==> src/hdl/ocu_pkg.sv <==
`timescale 1ns / 1ps

package ocu_pkg;

    localparam int SENS_W     = 16;
    localparam int RAD_W      = 19;
    localparam int CFG_W      = 19;
    localparam int CFG_IDX_W  = 1;
    localparam int QUEUE_DEPTH = 2;

    localparam logic [CFG_IDX_W-1:0] REG_SENSITIVITY  = 1'b0;
    localparam logic [CFG_IDX_W-1:0] REG_ORBIT_RADIUS = 1'b1;

    localparam logic [SENS_W-1:0] SENS_RESET = 16'd2560;
    localparam logic [RAD_W-1:0]  RAD_RESET  = 19'd17920;

    // shared multiplier geometry
    localparam int MUL_A_W = 34;
    localparam int MUL_B_W = 33;
    localparam int PROD_W  = MUL_A_W + MUL_B_W;

    // sine polynomial coefficients, q30
    localparam logic [31:0] SIN_C1 = 32'd1686629713;
    localparam logic [31:0] SIN_C3 = 32'd693598668;
    localparam logic [31:0] SIN_C5 = 32'd85569306;
    localparam logic [31:0] SIN_C7 = 32'd5026995;
    localparam logic [31:0] SIN_C9 = 32'd172272;

    localparam logic [23:0] QUARTER_TURN   = 24'h400000;
    localparam logic [22:0] QUARTER_FOLD   = 23'h400000;
    localparam logic [22:0] PITCH_DIVIDEND = 23'h400000;
    localparam logic [31:0] SIN_ROUND      = 32'd8192;
    localparam logic [17:0] SIN_MAX        = 18'd65536;
    localparam logic [31:0] YAW_BIAS       = 32'd16384;
    localparam logic signed [35:0] HEIGHT_Q8 = 36'sd2176;
    localparam logic signed [35:0] S32_MAX = 36'sd2147483647;
    localparam logic signed [35:0] S32_MIN = -36'sd2147483648;

    localparam logic [4:0] DIV_LAST  = 5'd22;
    localparam logic [4:0] POLY_LAST = 5'd3;

    typedef struct packed {
        logic signed [15:0] mouse_dx;
        logic signed [15:0] mouse_dy;
        logic signed [15:0] pad_dx;
        logic signed [15:0] pad_dy;
        logic signed [31:0] char_x;
        logic signed [31:0] char_y;
        logic signed [31:0] char_z;
        logic               bypass;
    } item_t;

    typedef struct packed {
        logic signed [31:0] cam_x;
        logic signed [31:0] cam_y;
        logic signed [31:0] cam_z;
        logic signed [15:0] cam_pitch;
        logic signed [31:0] cam_yaw;
        logic               updated;
    } result_t;

    typedef enum logic {
        KIND_FRAME,
        KIND_BYPASS
    } kind_t;

    typedef struct packed {
        kind_t kind;
        item_t item;
    } entry_t;

    typedef enum logic [4:0] {
        ST_IDLE,
        ST_DIV,
        ST_ACC,
        ST_MYAW,
        ST_MPIT,
        ST_FOLD,
        ST_X2,
        ST_C9,
        ST_POLY,
        ST_RND,
        ST_MCC,
        ST_MXO,
        ST_MZS,
        ST_MZO,
        ST_MYO,
        ST_FIN,
        ST_OUT
    } state_t;

    function automatic logic signed [31:0] sat32(input logic signed [35:0] v);
        logic signed [31:0] r;
        if (v > S32_MAX)
            r = S32_MAX[31:0];
        else if (v < S32_MIN)
            r = S32_MIN[31:0];
        else
            r = v[31:0];
        return r;
    endfunction

    // minus the q8 value truncated toward zero
    function automatic logic [39:0] neg_trunc_q8(input logic signed [47:0] v);
        logic [47:0] mag;
        logic [39:0] q;
        mag = v[47] ? 48'(-v) : 48'(v);
        q   = mag[47:8];
        return v[47] ? q : 40'(-q);
    endfunction

endpackage

==> src/hdl/ocu_if.sv <==
`timescale 1ns / 1ps

interface ocu_item_if;
    logic           valid;
    logic           ready;
    ocu_pkg::item_t data;
    modport source (output valid, output data, input ready);
    modport sink (input valid, input data, output ready);
endinterface


==> src/hdl/ocu_front.sv <==
`timescale 1ns / 1ps

module ocu_front #(
    parameter int DEPTH = ocu_pkg::QUEUE_DEPTH
) (
    input  logic            clk,
    input  logic            rst_n,
    ocu_item_if.sink        item,
    input  logic            pop,
    output logic            q_valid,
    output ocu_pkg::entry_t q_head
);

    localparam int PTR_W = $clog2(DEPTH);
    localparam int CNT_W = $clog2(DEPTH + 1);

    ocu_pkg::entry_t  slots [DEPTH];
    ocu_pkg::entry_t  in_entry;
    logic [PTR_W-1:0] wr_ptr_reg, wr_ptr_next;
    logic [PTR_W-1:0] rd_ptr_reg, rd_ptr_next;
    logic [CNT_W-1:0] count_reg, count_next;
    logic             push;

    assign item.ready = (count_reg != CNT_W'(DEPTH));
    assign push       = item.valid & item.ready;
    assign q_valid    = (count_reg != '0);
    assign q_head     = slots[rd_ptr_reg];

    // tag each request so the back end can branch at once
    always_comb
    begin
        in_entry.item = item.data;
        in_entry.kind = item.data.bypass ? ocu_pkg::KIND_BYPASS : ocu_pkg::KIND_FRAME;
    end

    always_comb
    begin
        wr_ptr_next = wr_ptr_reg;
        rd_ptr_next = rd_ptr_reg;
        if (push)
            wr_ptr_next = (wr_ptr_reg == PTR_W'(DEPTH - 1)) ? '0 : wr_ptr_reg + 1'b1;
        if (pop)
            rd_ptr_next = (rd_ptr_reg == PTR_W'(DEPTH - 1)) ? '0 : rd_ptr_reg + 1'b1;
        case ({push, pop})
            2'b10:   count_next = count_reg + 1'b1;
            2'b01:   count_next = count_reg - 1'b1;
            default: count_next = count_reg;
        endcase
    end

    always_ff @(posedge clk or negedge rst_n)
    begin
        if (!rst_n)
        begin
            wr_ptr_reg <= '0;
            rd_ptr_reg <= '0;
            count_reg  <= '0;
        end
        else
        begin
            wr_ptr_reg <= wr_ptr_next;
            rd_ptr_reg <= rd_ptr_next;
            count_reg  <= count_next;
        end
    end

    always_ff @(posedge clk)
    begin
        if (push)
            slots[wr_ptr_reg] <= in_entry;
    end

endmodule

==> src/flat_wrapper.sv <==
// flat-port wrapper written by rule: the top's interface ports become plain ports
module ocu_front_flat 
#(
    parameter int DEPTH = ocu_pkg::QUEUE_DEPTH
)
  (clk, rst_n, pop, q_valid, q_head, item_valid, item_data, item_ready);
  ocu_item_if item_i ();
  input  logic clk;
  input  logic rst_n;
  input  logic pop;
  output logic q_valid;
  output ocu_pkg::entry_t q_head;
  input wire logic [$bits(item_i.valid)-1:0] item_valid;
  input wire logic [$bits(item_i.data)-1:0] item_data;
  output wire logic [$bits(item_i.ready)-1:0] item_ready;
  assign item_i.valid = item_valid;
  assign item_i.data = item_data;
  assign item_ready = item_i.ready;
  ocu_front #(.DEPTH(DEPTH)) u_core (.clk(clk), .rst_n(rst_n), .item(item_i), .pop(pop), .q_valid(q_valid), .q_head(q_head));
endmodule
==> config.mk <==
export PLATFORM = sky130hd
export DESIGN_NAME = ocu_front_flat
export DESIGN_NICKNAME = d
export VERILOG_FILES = /design/src/hdl/ocu_pkg.sv /design/src/hdl/ocu_if.sv /design/src/hdl/ocu_front.sv /design/src/flat_wrapper.sv
export SDC_FILE = /design/constraint.sdc
export NUM_CORES = 1
export LEC_CHECK = 0
export BUFFER_PORTS_ARGS = -buffer_cell sky130_fd_sc_hd__clkbuf_2
export CELL_PAD_IN_SITES_DETAIL_PLACEMENT = 1
export CELL_PAD_IN_SITES_GLOBAL_PLACEMENT = 1
export CORE_ASPECT_RATIO = 1.25
export CORE_UTILIZATION = 40
export CTS_BUF_LIST = sky130_fd_sc_hd__clkbuf_8
export CTS_CLUSTER_SIZE = 25
export DETAILED_ROUTE_END_ITERATION = 8
export GPL_ROUTABILITY_DRIVEN = 0
export HOLD_SLACK_MARGIN = 0.08
export PLACE_DENSITY = 0.71
export SLEW_MARGIN = 15
export SYNTH_ARGS = -nofsm -noshare
export SYNTH_HDL_FRONTEND = slang
export SYNTH_SLANG_ARGS = --single-unit
==> constraint.sdc <==
create_clock -name clk -period 23.3 [get_ports clk]
set_input_delay 3.495 -clock clk [delete_from_list [all_inputs] [get_ports clk]]
set_output_delay 3.495 -clock clk [all_outputs]
set_load 0.01 [all_outputs]
==> impl_table.tex <==
\begin{tabular}{lr}
\hline
Metric & Value \\
\hline
\multicolumn{2}{l}{\textbf{Critical path}} \\
Worst stage delay on the critical path & 0.93 ns \\
Data required time at the worst endpoint & slightly below 20 ns \\
Critical Path End Type & output port \\
Buffer and inverter count on the worst path & 2 \\
Critical Path Start Type & flop \\
Path type of the worst setup path & flop to output port \\
Startpoint of the worst-slack reg-to-reg timing path & u\_core.count\_reg[0] \\
Top fanout value on the critical path & 54 \\
Cell family with the largest share of critical-path delay & buffers and inverters \\
Cell with the largest stage delay on the worst path & sky130\_fd\_sc\_hd\_\_dfrtp\_4 \\
List of cells traversed by the critical path & buf\_4, mux2\_2, clkbuf\_2 \\
Arrival time at the worst endpoint & 2.99 ns \\
Startpoint of the most critical setup path & u\_core.rd\_ptr\_reg \\
\multicolumn{2}{l}{\textbf{Floorplan}} \\
Die Width & 158 um \\
Io pins & 329 \\
Effective utilization at floorplan & 0.411 \\
Std-Cell Rows & 70 \\
Area enclosed by the die boundary & 31,000 um2 \\
Die height & 197 um \\
Area inside the core boundary & between 20,000 and 30,000 um2 \\
\multicolumn{2}{l}{\textbf{Clocking}} \\
CTS sink cnt & 326 \\
Inserted Clock Buffers & 51 \\
CTS H-tree depth & 2 \\
Maximum root-to-sink buffer count & 3 \\
Resize count post-CTS & 0 \\
Post-CTS Setup Repair Bufs & 0 \\
Root buf cell & sky130\_fd\_sc\_hd\_\_clkbuf\_8 \\
Clock-pin transition on the worst setup and hold timing paths & about 0.060 ns \\
Hold-fix buffer count after cts & 0 \\
Clock latency reported for the late side of the worst-skew pair & 0.57 ns \\
TritonCTS clock tree & yes \\
\multicolumn{2}{l}{\textbf{Global route}} \\
GRT Total Usage & 0.157 \\
Maximum number of pins on one net before global-route repair & 70 \\
Global-route wire length before repair & 36.3 mm \\
Vias in the first global route & about 6,700 \\
Final global-route overflow total & 0 \\
Antenna violations before repair & 2 \\
\multicolumn{2}{l}{\textbf{Placed design}} \\
Worst Setup Slack post-DPL & about 17 ns \\
Post-detailed-placement half-perimeter wirelength & 16.5 mm \\
Port-buffer cells & 328 \\
Placed Cells incl. Taps & 1,230 \\
\multicolumn{2}{l}{\textbf{Timing}} \\
Count of final hold-check violations & 0 \\
Worst clock skew on the final layout & between 0.015 and 0.02 ns \\
Max-slew violations & 0 \\
Worst-case setup margin in the final layout & roughly 17 ns \\
Unrepaired setup endpoints after global routing & no \\
Final worst path period need & 6.49 ns \\
Final clock period utilization by the worst path & 0.279 \\
Fmax achieved & around 150 MHz \\
Relative slew slack & 0.313 \\
Accumulated negative setup slack & 0 ns \\
Worst hold margin & between 0.5 and 0.6 ns \\
Setup violators final & 0 \\
Transition time of the tightest slew-check pin & a little over 1 ns \\
\multicolumn{2}{l}{\textbf{Logic synthesis}} \\
Net count of the mapped netlist & 684 \\
Portion of the post-synthesis area used by sequential elements & 0.805 \\
Number of warnings issued by yosys & 0 \\
Cell area after synthesis & 12,100 um2 \\
Per-instance average area after synthesis & 23.4 um2 \\
Synthesized instance count & slightly above 500 \\
Post-synthesis sequential element count & between 300 and 400 \\
Netlist cell types & 15 \\
\multicolumn{2}{l}{\textbf{Pwr}} \\
Pwr Density & 123 nW/um2 \\
Clk pwr share & 0.229 \\
Combinational share of power & 0.311 \\
Internal & 1.30 mW \\
Sequential share of power & 0.460 \\
VDD IR max & 0.0640 mV \\
P\_sw & 556 uW \\
Leakage & 5.98 nW \\
Switching power as a share of total power & 0.300 \\
\multicolumn{2}{l}{\textbf{Drt}} \\
Detail-routed net length per standard cell & 18.6 um \\
Detailed Route WL & between 20 and 25 mm \\
Detailed-route via count & 6,151 \\
Antenna Nets Post-Route & 0 \\
Number of design rule violations left after detail routing & 0 \\
Routed via count divided by cell count & roughly 4.7 \\
Drt first-iter violations & approximately 240 \\
Number of search-and-repair iterations in the first detailed-routing pass & 4 \\
\multicolumn{2}{l}{\textbf{Outcome}} \\
Run status & completed \\
\multicolumn{2}{l}{\textbf{Layout}} \\
Total number of nets in the final design & 1,053 \\
Commonest non-fill, non-tap cell in the layout & sky130\_fd\_sc\_hd\_\_clkbuf\_2 \\
Area occupied by registers & 9770 um2 \\
Count of placed standard cells in the final layout, fillers left out & 1,320 \\
Filler cells & 2,822 \\
Fraction of layout instances using a drive strength above 1 & 0.609 \\
Area occupied by multi-input gates & 2210 um2 \\
Flip-flop count of the largest register after layout & roughly 320 \\
Most used cells in the layout excluding fill and tap cells & sky130\_fd\_sc\_hd\_\_clkbuf\_2, sky130\_fd\_sc\_hd\_\_edfxtp\_1, sky130\_fd\_sc\_hd\_\_mux2\_2 \\
Synth-to-Final Area Change & 24.3\% \\
\multicolumn{2}{l}{\textbf{Min path}} \\
Worst Hold Launch & u\_core.count\_reg[1] \\
Min-delay worst type & flop to flop \\
\multicolumn{2}{l}{\textbf{Flow run}} \\
Number of maximum-capacitance constraint violations & 0 \\
\hline
\end{tabular}
-- path summary, 6_finish.rpt --
path | slack [ns] | endpoint | cells past startpoint
worst max-delay path | 16.81 | q_head[160] | 3
worst min-delay path | 0.51 | u_core.count_reg[1] | 1
worst max register to register | 20.04 | u_core.slots[1][140] | 4
worst min register to register | 0.51 | u_core.count_reg[1] | 1
max in group asynchronous | 20.44 | u_core.rd_ptr_reg | 1
min in group asynchronous | 2.72 | u_core.rd_ptr_reg | 1
-- routing by layer --
layer | track usage | part of all wire
met5 | 0 | 0.00045
met4 | 0.0629 | 0.023
met3 | 0.0631 | 0.090
met2 | 0.280 | 0.53
met1 | 0.163 | 0.35
-- power groups by stage --
stage               registers (mW)  clock network [mW]  logic [mW]
detailed placement           0.868                   0       0.589
global route                 0.868               0.464       0.621
finish                       0.853               0.425       0.577
CTS                          0.856               0.444       0.591
floorplan                    0.865                   0       0.403
global placement             0.858                   0       0.585
-- cell usage after synthesis --
cell type,number,area share
sky130_fd_sc_hd__edfxtp_1,322,0.80
sky130_fd_sc_hd__mux2_2,81,0.075
sky130_fd_sc_hd__mux2_4,80,0.099
sky130_fd_sc_hd__buf_6,10,0.0093
sky130_fd_sc_hd__buf_2,8,0.0033
sky130_fd_sc_hd__dfrtp_1,4,0.0083
sky130_fd_sc_hd__xnor2_1,3,0.0022
sky130_fd_sc_hd__nor2_1,2,0.00062
sky130_fd_sc_hd__xor2_1,2,0.0014
sky130_fd_sc_hd__and3_1,1,0.00052
sky130_fd_sc_hd__buf_4,1,0.00062
sky130_fd_sc_hd__ha_1,1,0.0010
sky130_fd_sc_hd__nand2_1,1,0.00031
sky130_fd_sc_hd__nand2b_1,1,0.00052
sky130_fd_sc_hd__or2_2,1,0.00052
-- metrics by stage --
step,utilization,power [mW],cell area (um2)
after CTS,0.511,1.89,15100
final,0.511,1.85,15100
after detailed placement,0.480,1.46,14200
after floorplan,-,1.27,12100
after global routing,0.511,1.95,15100
after global placement,0.480,1.44,14200
-- layout make-up --
class | count | area share
flip-flops and latches | 326 | 0.648
multi-input cells | 173 | 0.147
repair buffers | 335 | 0.112
clock buffers | 53 | 0.0484
well taps | 396 | 0.0329
clock inverters | 36 | 0.0114
diodes | 1 | 0.000166
-- cell families (layout without fill, tap and decap cells) --
logic type | Yosys count | in the layout | synth area share
xor+xnor | 5 | 5 | 0.00361
fa+ha+maj | 1 | 1 | 0.00103
buf+inv | 19 | 424 | 0.0132
flops | 326 | 326 | 0.805
mux | 161 | 161 | 0.174
other cells | 0 | 1 | 0
simple gates | 6 | 6 | 0.00248
No activity file was read; power rests on OpenSTA's default activity.
